### config.mk
export PLATFORM = sky130hd
export DESIGN_NAME = duty_command_link_watchdog_top_flat
export DESIGN_NICKNAME = d
export VERILOG_FILES = /design/src/rtl/core/dclw_pkg.sv /design/src/rtl/core/dclw_if.sv /design/src/rtl/core/dclw_duty.sv /design/src/rtl/core/dclw_link.sv /design/src/rtl/core/duty_command_link_watchdog_top.sv /design/src/flat_wrapper.sv
export SDC_FILE = /design/constraint.sdc
export NUM_CORES = 1
export LEC_CHECK = 0
export ABC_AREA = 0
export BUFFER_PORTS_ARGS = -buffer_cell sky130_fd_sc_hd__buf_2
export CORE_ASPECT_RATIO = 1.75
export CORE_MARGIN = 2
export CORE_UTILIZATION = 28
export DETAILED_ROUTE_END_ITERATION = 10
export HOLD_SLACK_MARGIN = 0.06
export SLEW_MARGIN = 30
export SYNTH_ARGS = -nofsm -noshare
export SYNTH_HDL_FRONTEND = slang
export SYNTH_HIERARCHICAL = 1
export SYNTH_SLANG_ARGS = --single-unit
### constraint.sdc
create_clock -name clk -period 4.5 [get_ports clk]
set_input_delay 0.45 -clock clk [delete_from_list [all_inputs] [get_ports clk]]
set_output_delay 0.45 -clock clk [all_outputs]
set_load 0.1 [all_outputs]
### src/rtl/core/dclw_pkg.sv
`timescale 1ns / 1ps
`default_nettype none
package dclw_pkg;

  // Field widths
  localparam int unsigned BYTE_W   = 8;
  localparam int unsigned DUTY_W   = 10;
  localparam int unsigned LIMIT_W  = 9;
  localparam int unsigned ERR_W    = 16;
  localparam int unsigned CFG_IDX_W  = 3;
  localparam int unsigned CFG_DATA_W = 16;

  // Item kinds
  localparam logic MODE_BYTE = 1'b0;
  localparam logic MODE_TICK = 1'b1;

  // Register indexes
  localparam logic [CFG_IDX_W-1:0] CFG_TIMEOUT_TICKS = 3'd0;
  localparam logic [CFG_IDX_W-1:0] CFG_ERROR_LIMIT   = 3'd1;
  localparam logic [CFG_IDX_W-1:0] CFG_DUTY_MIN      = 3'd2;
  localparam logic [CFG_IDX_W-1:0] CFG_DUTY_CEIL     = 3'd3;
  localparam logic [CFG_IDX_W-1:0] CFG_FULL_SCALE    = 3'd4;

  // Reset values
  localparam logic [BYTE_W-1:0]  RST_TIMEOUT_TICKS = 8'd10;
  localparam logic [ERR_W-1:0]   RST_ERROR_LIMIT   = 16'd1000;
  localparam logic [LIMIT_W-1:0] RST_DUTY_MIN      = 9'd32;
  localparam logic [LIMIT_W-1:0] RST_DUTY_CEIL     = 9'd256;
  localparam logic [DUTY_W-1:0]  RST_FULL_SCALE    = 10'd511;
  localparam logic [DUTY_W-1:0]  RST_HELD_DUTY     = 10'd1023;

  // Saturation points and duty clip floor
  localparam logic [BYTE_W-1:0] TICK_SAT     = 8'd255;
  localparam logic [ERR_W-1:0]  BAD_SAT      = 16'd65535;
  localparam logic [DUTY_W-1:0] DUTY_CLIP_LO = 10'd1;

  typedef struct packed {
    logic [BYTE_W-1:0]  timeout_ticks;
    logic [ERR_W-1:0]   error_limit;
    logic [LIMIT_W-1:0] duty_min;
    logic [LIMIT_W-1:0] duty_ceil;
    logic [DUTY_W-1:0]  full_scale;
  } cfg_t;

  typedef struct packed {
    logic              frame_done;
    logic              frame_good;
    logic              drive_enable;
    logic [DUTY_W-1:0] low_side_duty;
    logic [DUTY_W-1:0] high_side_duty;
  } result_t;

endpackage
`default_nettype wire

### src/rtl/core/dclw_if.sv
`timescale 1ns / 1ps
`default_nettype none
// Input channel: one serial byte or one timer tick per transfer
interface dclw_in_if;
  import dclw_pkg::*;
  logic              valid;
  logic              ready;
  logic              mode;
  logic [BYTE_W-1:0] rx_byte;

  modport source (output valid, mode, rx_byte, input ready);
  modport sink   (input valid, mode, rx_byte, output ready);
endinterface

// Result channel: link status and held duty pair
interface dclw_out_if;
  import dclw_pkg::*;
  logic              valid;
  logic              ready;
  logic              frame_done;
  logic              frame_good;
  logic              drive_enable;
  logic [DUTY_W-1:0] low_side_duty;
  logic [DUTY_W-1:0] high_side_duty;

  modport source (output valid, frame_done, frame_good, drive_enable, low_side_duty,
                  high_side_duty, input ready);
  modport sink   (input valid, frame_done, frame_good, drive_enable, low_side_duty,
                  high_side_duty, output ready);
endinterface
`default_nettype wire

### src/rtl/core/dclw_duty.sv
`timescale 1ns / 1ps
`default_nettype none
// Clips the commanded duty and forms the complementary pair
module dclw_duty (
  input  wire logic [dclw_pkg::BYTE_W-1:0] duty_byte,
  input  wire dclw_pkg::cfg_t              cfg,
  output logic [dclw_pkg::DUTY_W-1:0]      low_duty,
  output logic [dclw_pkg::DUTY_W-1:0]      high_duty
);
  import dclw_pkg::*;

  logic [LIMIT_W-1:0]      duty_ext;
  logic [LIMIT_W-1:0]      duty_clip;
  logic signed [DUTY_W:0]  low_diff;

  // Clip to [duty_min, duty_ceil]; min wins when limits cross below it
  always_comb begin
    duty_ext = {1'b0, duty_byte};
    if (duty_ext < cfg.duty_min) begin
      duty_clip = cfg.duty_min;
    end else if (duty_ext > cfg.duty_ceil) begin
      duty_clip = cfg.duty_ceil;
    end else begin
      duty_clip = duty_ext;
    end
  end

  // Low side is full_scale - duty, floored at one
  always_comb begin
    low_diff = $signed({1'b0, cfg.full_scale}) - $signed({2'b00, duty_clip});
    if (low_diff < $signed({1'b0, DUTY_CLIP_LO})) begin
      low_duty = DUTY_CLIP_LO;
    end else begin
      low_duty = low_diff[DUTY_W-1:0];
    end
  end

  // High side is the duty itself, floored at one
  assign high_duty = (duty_clip == '0) ? DUTY_CLIP_LO : {1'b0, duty_clip};

endmodule
`default_nettype wire

### src/rtl/core/dclw_link.sv
`timescale 1ns / 1ps
`default_nettype none
// Frame receiver, partial frame timeout and link watchdog state
module dclw_link (
  input  wire logic                       clk,
  input  wire logic                       rst_n,
  input  wire logic                       step,
  input  wire logic                       mode,
  input  wire logic [dclw_pkg::BYTE_W-1:0] rx_byte,
  input  wire dclw_pkg::cfg_t             cfg,
  output dclw_pkg::result_t               result
);
  import dclw_pkg::*;

  logic              byte_pos_r, byte_pos_nxt;
  logic [BYTE_W-1:0] first_byte_r, first_byte_nxt;
  logic [BYTE_W-1:0] sum_r, sum_nxt;
  logic              receiving_r, receiving_nxt;
  logic [BYTE_W-1:0] partial_ticks_r, partial_ticks_nxt;
  logic              link_good_r, link_good_nxt;
  logic [ERR_W-1:0]  bad_ticks_r, bad_ticks_nxt;
  logic              enabled_r, enabled_nxt;
  logic [DUTY_W-1:0] held_low_r, held_low_nxt;
  logic [DUTY_W-1:0] held_high_r, held_high_nxt;
  logic [DUTY_W-1:0] new_low;
  logic [DUTY_W-1:0] new_high;
  logic              done;
  logic              good;

  // Duty pair from the stored first byte
  dclw_duty u_duty (
    .duty_byte (first_byte_r),
    .cfg       (cfg),
    .low_duty  (new_low),
    .high_duty (new_high)
  );

  // Next state for one byte or one tick
  always_comb begin
    byte_pos_nxt      = byte_pos_r;
    first_byte_nxt    = first_byte_r;
    sum_nxt           = sum_r;
    receiving_nxt     = receiving_r;
    partial_ticks_nxt = partial_ticks_r;
    link_good_nxt     = link_good_r;
    bad_ticks_nxt     = bad_ticks_r;
    enabled_nxt       = enabled_r;
    held_low_nxt      = held_low_r;
    held_high_nxt     = held_high_r;
    done              = 1'b0;
    good              = 1'b0;

    if (mode == MODE_BYTE) begin
      receiving_nxt = 1'b1;
      if (!byte_pos_r) begin
        first_byte_nxt = rx_byte;
        sum_nxt        = sum_r + rx_byte;
        byte_pos_nxt   = 1'b1;
      end else begin
        // Checksum byte closes the frame
        done              = 1'b1;
        good              = (sum_r == rx_byte);
        byte_pos_nxt      = 1'b0;
        receiving_nxt     = 1'b0;
        partial_ticks_nxt = '0;
        sum_nxt           = '0;
        link_good_nxt     = good;
        if (good) begin
          held_low_nxt  = new_low;
          held_high_nxt = new_high;
          enabled_nxt   = 1'b1;
        end
      end
    end else begin
      // Timeout first; the watchdog then sees the link state it leaves
      if (receiving_r) begin
        if (partial_ticks_r != TICK_SAT) begin
          partial_ticks_nxt = partial_ticks_r + 1'b1;
        end
        if (partial_ticks_nxt > cfg.timeout_ticks) begin
          byte_pos_nxt      = 1'b0;
          sum_nxt           = '0;
          receiving_nxt     = 1'b0;
          partial_ticks_nxt = '0;
          link_good_nxt     = 1'b0;
        end
      end
      if (!link_good_nxt) begin
        if (bad_ticks_r != BAD_SAT) begin
          bad_ticks_nxt = bad_ticks_r + 1'b1;
        end
        if (bad_ticks_nxt > cfg.error_limit) begin
          enabled_nxt = 1'b0;
        end
      end else begin
        bad_ticks_nxt = '0;
      end
    end
  end

  assign result.frame_done     = done;
  assign result.frame_good     = good;
  assign result.drive_enable   = enabled_nxt;
  assign result.low_side_duty  = held_low_nxt;
  assign result.high_side_duty = held_high_nxt;

  // State registers
  always_ff @(posedge clk) begin
    if (!rst_n) begin
      byte_pos_r      <= 1'b0;
      first_byte_r    <= '0;
      sum_r           <= '0;
      receiving_r     <= 1'b0;
      partial_ticks_r <= '0;
      link_good_r     <= 1'b0;
      bad_ticks_r     <= '0;
      enabled_r       <= 1'b0;
      held_low_r      <= RST_HELD_DUTY;
      held_high_r     <= RST_HELD_DUTY;
    end else if (step) begin
      byte_pos_r      <= byte_pos_nxt;
      first_byte_r    <= first_byte_nxt;
      sum_r           <= sum_nxt;
      receiving_r     <= receiving_nxt;
      partial_ticks_r <= partial_ticks_nxt;
      link_good_r     <= link_good_nxt;
      bad_ticks_r     <= bad_ticks_nxt;
      enabled_r       <= enabled_nxt;
      held_low_r      <= held_low_nxt;
      held_high_r     <= held_high_nxt;
    end
  end

endmodule
`default_nettype wire

### src/rtl/core/duty_command_link_watchdog_top.sv
`timescale 1ns / 1ps
`default_nettype none
// Command link watchdog for a complementary half-bridge. Each input transfer is a
// serial byte or a timer tick and gives exactly one result transfer. An item passes
// an input register, the frame/watchdog logic and the result register, and one item
// is taken every cycle while results drain; while a result waits, one more input
// transfer is taken into the free input register, after which the input stalls
// until the result drains. Frames are a duty byte and a mod-256 checksum byte;
// registers are written through cfg_* and take effect on the next item.
module duty_command_link_watchdog_top (
  input  wire logic                                clk,
  input  wire logic                                rst_n,
  dclw_in_if.sink                                  in_ch,
  dclw_out_if.source                               out_ch,
  input  wire logic                                cfg_we,
  input  wire logic [dclw_pkg::CFG_IDX_W-1:0]      cfg_index,
  input  wire logic [dclw_pkg::CFG_DATA_W-1:0]     cfg_data
);
  import dclw_pkg::*;

  cfg_t              cfg_r;
  logic              in_valid_r;
  logic              in_mode_r;
  logic [BYTE_W-1:0] in_byte_r;
  logic              out_valid_r;
  result_t           out_r;
  result_t           result;
  logic              step;

  // Stage advance: the input register holds an item and the result register is empty or being drained
  assign step         = in_valid_r && (!out_valid_r || out_ch.ready);
  assign in_ch.ready  = !in_valid_r || step;

  // Configuration registers
  always_ff @(posedge clk) begin
    if (!rst_n) begin
      cfg_r.timeout_ticks <= RST_TIMEOUT_TICKS;
      cfg_r.error_limit   <= RST_ERROR_LIMIT;
      cfg_r.duty_min      <= RST_DUTY_MIN;
      cfg_r.duty_ceil     <= RST_DUTY_CEIL;
      cfg_r.full_scale    <= RST_FULL_SCALE;
    end else if (cfg_we) begin
      unique case (cfg_index)
        CFG_TIMEOUT_TICKS: cfg_r.timeout_ticks <= cfg_data[BYTE_W-1:0];
        CFG_ERROR_LIMIT:   cfg_r.error_limit   <= cfg_data[ERR_W-1:0];
        CFG_DUTY_MIN:      cfg_r.duty_min      <= cfg_data[LIMIT_W-1:0];
        CFG_DUTY_CEIL:     cfg_r.duty_ceil     <= cfg_data[LIMIT_W-1:0];
        CFG_FULL_SCALE:    cfg_r.full_scale    <= cfg_data[DUTY_W-1:0];
        default: ;
      endcase
    end
  end

  // Input register
  always_ff @(posedge clk) begin
    if (!rst_n) begin
      in_valid_r <= 1'b0;
    end else if (in_ch.ready) begin
      in_valid_r <= in_ch.valid;
    end
  end

  always_ff @(posedge clk) begin
    if (in_ch.valid && in_ch.ready) begin
      in_mode_r <= in_ch.mode;
      in_byte_r <= in_ch.rx_byte;
    end
  end

  dclw_link u_link (
    .clk     (clk),
    .rst_n   (rst_n),
    .step    (step),
    .mode    (in_mode_r),
    .rx_byte (in_byte_r),
    .cfg     (cfg_r),
    .result  (result)
  );

  // Result register
  always_ff @(posedge clk) begin
    if (!rst_n) begin
      out_valid_r <= 1'b0;
    end else if (!out_valid_r || out_ch.ready) begin
      out_valid_r <= in_valid_r;
    end
  end

  always_ff @(posedge clk) begin
    if (step) begin
      out_r <= result;
    end
  end

  assign out_ch.valid          = out_valid_r;
  assign out_ch.frame_done     = out_r.frame_done;
  assign out_ch.frame_good     = out_r.frame_good;
  assign out_ch.drive_enable   = out_r.drive_enable;
  assign out_ch.low_side_duty  = out_r.low_side_duty;
  assign out_ch.high_side_duty = out_r.high_side_duty;

endmodule
`default_nettype wire

### src/flat_wrapper.sv
// flat-port wrapper written by rule: the top's interface ports become plain ports
module duty_command_link_watchdog_top_flat import dclw_pkg::*;
  (clk, rst_n, cfg_we, cfg_index, cfg_data, in_ch_valid, in_ch_mode, in_ch_rx_byte, in_ch_ready, out_ch_valid, out_ch_frame_done, out_ch_frame_good, out_ch_drive_enable, out_ch_low_side_duty, out_ch_high_side_duty, out_ch_ready);
  dclw_in_if in_ch_i ();
  dclw_out_if out_ch_i ();
  input  wire logic clk;
  input  wire logic rst_n;
  input  wire logic cfg_we;
  input  wire logic [dclw_pkg::CFG_IDX_W-1:0] cfg_index;
  input  wire logic [dclw_pkg::CFG_DATA_W-1:0] cfg_data;
  input wire logic [$bits(in_ch_i.valid)-1:0] in_ch_valid;
  input wire logic [$bits(in_ch_i.mode)-1:0] in_ch_mode;
  input wire logic [$bits(in_ch_i.rx_byte)-1:0] in_ch_rx_byte;
  output wire logic [$bits(in_ch_i.ready)-1:0] in_ch_ready;
  output wire logic [$bits(out_ch_i.valid)-1:0] out_ch_valid;
  output wire logic [$bits(out_ch_i.frame_done)-1:0] out_ch_frame_done;
  output wire logic [$bits(out_ch_i.frame_good)-1:0] out_ch_frame_good;
  output wire logic [$bits(out_ch_i.drive_enable)-1:0] out_ch_drive_enable;
  output wire logic [$bits(out_ch_i.low_side_duty)-1:0] out_ch_low_side_duty;
  output wire logic [$bits(out_ch_i.high_side_duty)-1:0] out_ch_high_side_duty;
  input wire logic [$bits(out_ch_i.ready)-1:0] out_ch_ready;
  assign in_ch_i.valid = in_ch_valid;
  assign in_ch_i.mode = in_ch_mode;
  assign in_ch_i.rx_byte = in_ch_rx_byte;
  assign in_ch_ready = in_ch_i.ready;
  assign out_ch_valid = out_ch_i.valid;
  assign out_ch_frame_done = out_ch_i.frame_done;
  assign out_ch_frame_good = out_ch_i.frame_good;
  assign out_ch_drive_enable = out_ch_i.drive_enable;
  assign out_ch_low_side_duty = out_ch_i.low_side_duty;
  assign out_ch_high_side_duty = out_ch_i.high_side_duty;
  assign out_ch_i.ready = out_ch_ready;
  duty_command_link_watchdog_top u_core (.clk(clk), .rst_n(rst_n), .in_ch(in_ch_i), .out_ch(out_ch_i), .cfg_we(cfg_we), .cfg_index(cfg_index), .cfg_data(cfg_data));
endmodule
# Yosys cells after proc, flatten, opt, wreduce, memory -nomap -nowiden

Cells that the tools add are included.
W data, S select, Z words.

Logic and storage cells: 107
Register bits: 150
Output and inout port bits: 25

Mux-type cells: 43
Magnitude comparators: 5
Add/subtract/negate cells: 4
Eq/ne operators: 9
Reductions and logical operators: 20
Bitwise operators: 2

Operators by type and width:

| kind                    | count |
|---|---|
| $mux W8                 | 11 |
| $mux W10                | 7 |
| $mux W16                | 4 |
| $mux W9                 | 3 |
| $mux W1                 | 18 |
| $add A16 B1 Y16 const B | 1 |
| $gt A16 B16 Y1          | 1 |
| $ne A16 B16 Y1 const B  | 1 |
| $reduce_and A2 Y1       | 7 |
| $lt A11 B2 Y1 const B   | 1 |
| $sub A10 B9 Y11         | 1 |
| $gt A8 B9 Y1            | 1 |
| $logic_not A9 Y1        | 1 |
| $lt A8 B9 Y1            | 1 |
| $reduce_and A3 Y1       | 3 |
| $add A8 B1 Y8 const B   | 1 |
| $add A8 B8 Y8           | 1 |
| $eq A8 B8 Y1            | 1 |
| $gt A8 B8 Y1            | 1 |
| $ne A8 B8 Y1 const B    | 1 |
| $eq A3 B2 Y1 const B    | 2 |
| $ne A2 B2 Y1 const B    | 2 |
| $eq A3 B1 Y1 const B    | 1 |
| $eq A3 B3 Y1 const B    | 1 |
| 7 further kinds         | 11 |

# Logic depth before layout (Yosys ltp)

Word-level depth: 14
Mapped depth: 23
Depth with buffers taken out: 21

# By module

The synthesis kept the hierarchy.

Modules (own cells, without submodules):

| module                         | seq. area each (µm²) | times used | cells each | area an instance (µm²) |
|---|---|---|---|---|
| dclw_link                      | 1281.2               | 1          | 525        | 4217.8 |
| duty_command_link_watchdog_top | 2042.0               | 1          | 245        | 3123.0 |
| dclw_duty                      | 0.0                  | 1          | 153        | 1092.3 |

# Worst setup path after synthesis

No wires, ideal clock.

Path type: reg-to-reg
From: register u_core/cfg_r[17] (netlist name)
To: register u_core.out_r (netlist bit u_core/out_ch.low_side_duty[5]) (data pin)
Required time: 4240 ps
Path buffers: 1
Clock period less this slack: 4222 ps
Slack: 278 ps
Arrival: 3962 ps
Stages on the path, launching flop included: 22
Path through: dfxtp_1 inv_1 ha_1 nand3_1 or3_4 a21oi_2 o22ai_2 buf_6 mux2i_1 a21oi_1 ha_1 inv_1 fa_1 a21o_1 a21oi_1 o21ai_1 a31o_1 a21oi_1 nor2b_1 nor3_4 nor2_1 mux2_2

RTL lines:

| what                 | RTL line                             | source |
|---|---|---|
| start, declared      | duty_command_link_watchdog_top.sv:21 | `cfg_t cfg_r;` |
| end signal, assigned | duty_command_link_watchdog_top.sv:91 | `out_r <= result;` |
| end, declared        | duty_command_link_watchdog_top.sv:26 | `result_t out_r;` |

==> impl_metrics.json <==
{
  "async_reset_ff_share_pct": 0,
  "rr_startpoint": "u_core/cfg_r[17]",
  "crit_cells": 20,
  "synthSimpleGateAreaFrac_pct": 22.1,
  "skew_ps": 8.19,
  "clkLatencyLatePin_ps": 440,
  "intPower_w": 0.00259,
  "grt_max_degree": 76,
  "synth_mux_area_share_pct": 9.47,
  "setup-violations-final": 0,
  "relSlewSlack_pct": 39.1,
  "antenna_cells": 0,
  "synth.ff_latch_count": 150,
  "crit_type": "flop to flop",
  "critPathTopFamily": "compound AO/OA/AOI/OAI gates",
  "vias_per_cell": 4.88,
  "dieArea_um2": 31600,
  "cp-endpoint": "u_core/out_ch.low_side_duty[0]",
  "clkTransAtPathRegs_ps": 60,
  "nNetsFinal": 1063,
  "p_switching_w": 0.000777,
  "pwr_density_cell_nw_per_um2": 343,
  "dieWidth_um": 135,
  "path_max_fanout": 3,
  "start_kind": "flop",
  "required_ps": 4680,
  "vias": 6686,
  "report.final.slew_viol_count": 0,
  "clock-root-buffer": "clkbuf_16",
  "remaining_drc_errors": 0,
  "dp.cells": 1338,
  "crit_start": "u_core/cfg_r[17]",
  "antenna_found_initial": 0,
  "rsz0062_at_grt": "false",
  "synthCells": 923,
  "die_height_um": 234,
  "first_pass_iters": 4,
  "tightestPinTransition_ps": 908,
  "synth_edf_count": 32,
  "critPathCaptureType": "flop",
  "reg2reg_depth": 20,
  "drt-wirelength-per-cell_um": 15.9,
  "drt-initial-drc-count": 404,
  "fill_cells": 3063,
  "path_common_cell": "a21oi_2",
  "period_share_pct": 95.1,
  "cts_tree": "yes",
  "maxCapViolations": 0,
  "crit_path_top_delay_cell": "fa_1",
  "cpPeakStageDelay_ps": 400,
  "p_leak_nw": 3.89,
  "status": "finished clean",
  "period_minus_slack_ps": 4280,
  "finalHoldViolations": 0,
  "crit_arrival_ps": 4460,
  "crit_chain": "inv_1 -> ha_1 -> nand3_1 -> or3_4 -> a21oi_2 -> o22ai_2 -> mux2i_1 -> a21oi_2 -> ha_2 -> inv_1 -> fa_1 -> a21o_1 -> a21oi_2 -> buf_4 -> o21bai_1 -> a21oi_1 -> xor2_1 -> and4b_1 -> a311o_1 -> mux2_2",
  "grt_pass1_vias": 6746,
  "detailed_place_hpwl_um": 16400,
  "grt_overflow": 0,
  "area_growth_pct": 16.4,
  "synth_top_area_share_pct": 28.0,
  "multi_input_area_um2": 4660,
  "rows": 84,
  "cp_num_buf_inv": 3,
  "clock-sinks": 150,
  "ys_top_cells_by_area": "dfxtp_1, edfxtp_1, ha_1",
  "numCtsBuffers": 17,
  "rr_endpoint": "u_core/out_ch.low_side_duty[0]",
  "wirelength_um": 21700,
  "htree_levels": 4,
  "hp-class": "input pin to flop",
  "grt_first_pass_wirelength_um": 35000,
  "rrSetupSlack_ps": 220,
  "syn_area_per_cell_um2": 9.14,
  "postCtsHoldBufs": 0,
  "fin_setup_tns_ps": 0,
  "ys_seq_area_share_pct": 39.4,
  "seqPwrFrac_pct": 42.1,
  "io_pins": 58,
  "p_sw_share_pct": 23.1,
  "numPortBuffers": 57,
  "yosys.cell_types.count": 78,
  "yosys.area_share.adder_pct": 8.93,
  "start_util_pct": 28.3,
  "gp_congestion": 0.886,
  "regArea_um2": 3320,
  "antenna_left": 0,
  "yosys_warnings": 6,
  "synth_nets": 1015,
  "netlist_area_um2": 8430,
  "stdcell_count": 1371,
  "clkPwrFrac_pct": 49.6,
  "max_freq_mhz": 234,
  "synth_top_family_by_area": "simple AND/OR/NAND/NOR gates",
  "synthFlopType": "dfxtp_1",
  "yosys.area_share.xor_xnor_pct": 2.70,
  "max-vdd-ir-drop_uv": 220,
  "yosys.area.top_type": "dfxtp_1",
  "combPwrFrac_pct": 8.3,
  "core_um2": 29800,
  "synth_compound_area_share_pct": 11.8,
  "grt_use_total_pct": 14.3,
  "clockBufferDepth": 2,
  "drive_above_1_share_pct": 16.5
}
-- synth_stat cells (3+ instances only) --
| master | n |
|---|---|
| a211oi_1 | 6 |
| a21boi_0 | 3 |
| a21o_1 | 7 |
| a21oi_1 | 49 |
| a21oi_2 | 3 |
| a22oi_1 | 10 |
| a31oi_1 | 3 |
| and2_1 | 3 |
| and3_1 | 5 |
| and3_4 | 3 |
| and4_1 | 3 |
| buf_2 | 11 |
| buf_4 | 5 |
| buf_6 | 4 |
| clkbuf_1 | 24 |
| dfxtp_1 | 118 |
| edfxtp_1 | 32 |
| ha_1 | 57 |
| inv_1 | 61 |
| mux2_2 | 22 |
| mux2i_1 | 55 |
| nand2_1 | 140 |
| nand2b_1 | 6 |
| nand3_1 | 52 |
| nand3b_1 | 4 |
| nand4_1 | 13 |
| nor2_1 | 42 |
| nor2b_1 | 40 |
| nor3_1 | 7 |
| nor4_1 | 8 |
| o211ai_1 | 5 |
| o21a_1 | 7 |
| o21ai_0 | 11 |
| o21ai_1 | 5 |
| o21bai_1 | 3 |
| o221a_2 | 4 |
| o221ai_1 | 5 |
| o31ai_1 | 8 |
| or3_1 | 7 |
| xnor2_1 | 15 |
| xor2_1 | 11 |
-- worst register-to-register path, cell delays in order, from the launching register on --
cell and delay (ps):
dfxtp_1 350, inv_1 60, ha_1 310, nand3_1 110, or3_4 390, a21oi_2 120
o22ai_2 100, mux2i_1 140, a21oi_2 190, ha_2 210, inv_1 50, fa_1 400
a21o_1 190, a21oi_2 150, buf_4 130, o21bai_1 50, a21oi_1 160, xor2_1 100
and4b_1 200, a311o_1 360, mux2_2 260
-- layer usage --
layer  global-route usage [%]  vias to the layer above  part of all wire (%)
met1                     14.5                     3188                    38
met5                        0                        -                     0
li1                         -                     3353                     -
met3                     2.00                       37                   2.4
met4                     7.26                        0                   3.5
met2                     27.9                      108                    56
-- registers in the layout (all words and copies together), names as in the netlist --
register and count:
u_core/out_ch.frame_good 1, u_core/out_ch.valid 1, u_core/out_ch.high_side_duty 10, u_core/u_link/partial_ticks_r 8, u_core/u_link/bad_ticks_r 16, u_core/u_link/receiving_r 1, u_core/u_link/byte_pos_r 1, u_core/out_ch.frame_done 1
u_core/in_byte_r 8, u_core/u_link/first_byte_r 8, u_core/in_valid_r 1, u_core/u_link/held_high_r 10, u_core/u_link/held_low_r 10, u_core/u_link/link_good_r 1, u_core/out_ch.low_side_duty 10, u_core/out_ch.drive_enable 1
u_core/u_link/enabled_r 1, u_core/cfg_r 52, u_core/in_mode_r 1, u_core/u_link/sum_r 8
-- cells by family (layout without fill, tap and decap cells) --
group                      Yosys count  after routing
and+or+nand+nor                    359            359
adders and majority gates           59             59
AOI/OAI and AO/OA                  144            144
muxes                               77             77
xor gates and xnor gates            26             26
other                                1              1
buffers and inverters              107            168
DFF                                150            150
-- area by class of cell --
type	instances	share of cell area, %
clock buffers	19	4.41
clock inverters	13	2.56
inverters	61	2.33
multi-input cells	666	47.5
flip-flops and latches	150	33.8
well taps	387	4.93
repair buffers	75	4.43
-- through the flow --
step	area (um2)	hold WS, ps	worst slack, ps	total power (W)	utilization, %
floorplan	8430	435	278	0.00164	-
global placement	9100	445	96.2	0.00172	30.5
detailed placement	9100	450	25.5	0.00173	30.5
CTS	9810	168	54.5	0.00340	32.9
global route	9820	182	10.5	0.00348	32.9
finish	9820	184	219	0.00337	32.9
-- cells in the final DEF, fill, tap and decap left out, types with 7 or more instances in the layout --
cell       synthesis  layout
nor2_1            42      42
or3_1              7       7
a21o_1             7       7
o21ai_0           11      11
a22oi_1           10      10
inv_1             61      60
dfxtp_1          118     118
o21a_1             7       7
nand3_1           52      52
nor2b_1           40      39
bufinv_16          0       7
o31ai_1            8       8
buf_2             11      56
nor4_1             8       8
mux2_2            22      22
clkbuf_16          0      17
buf_4              5      18
mux2i_1           55      55
ha_1              57      56
xor2_1            11      11
nand4_1           13      13
xnor2_1           15      15
a21oi_1           49      46
nand2_1          140     140
edfxtp_1          32      32
nor3_1             7       7
-- how the worst min path moves through the flow --
| stage | slack, ps | end | startpoint | depth (start not counted) |
|---|---|---|---|---|
| floorplan | 430 | u_core/cfg_r[20] | u_core/cfg_r[20] | 2 |
| global placement | 440 | u_core/cfg_r[30] | u_core/cfg_r[30] | 2 |
| detailed placement | 450 | u_core/cfg_r[39] | u_core/cfg_r[39] | 2 |
| CTS | 170 | u_core/in_mode_r | in_ch_mode | 1 |
| global route | 180 | u_core/in_byte_r[6] | in_ch_rx_byte[6] | 1 |
| finish | 180 | u_core/in_mode_r | in_ch_mode | 1 |
-- repair_timing --
item                       CTS  global route
setup buffers                1             0
setup endpoints to repair    4            14
resized for setup            0             4
pin swaps                    1             2
-- power by group through the flow --
stage | combinational [W] | sequential [W] | clock, W
2_1_floorplan | 0.000185 | 0.00145 | 0
3_3_place_gp | 0.000273 | 0.00145 | 0
3_5_place_dp | 0.000278 | 0.00145 | 0
4_1_cts | 0.000281 | 0.00142 | 0.00170
5_1_grt | 0.000310 | 0.00142 | 0.00175
6_report | 0.000281 | 0.00142 | 0.00167
Note: power is estimated with default switching activity, not from simulation.
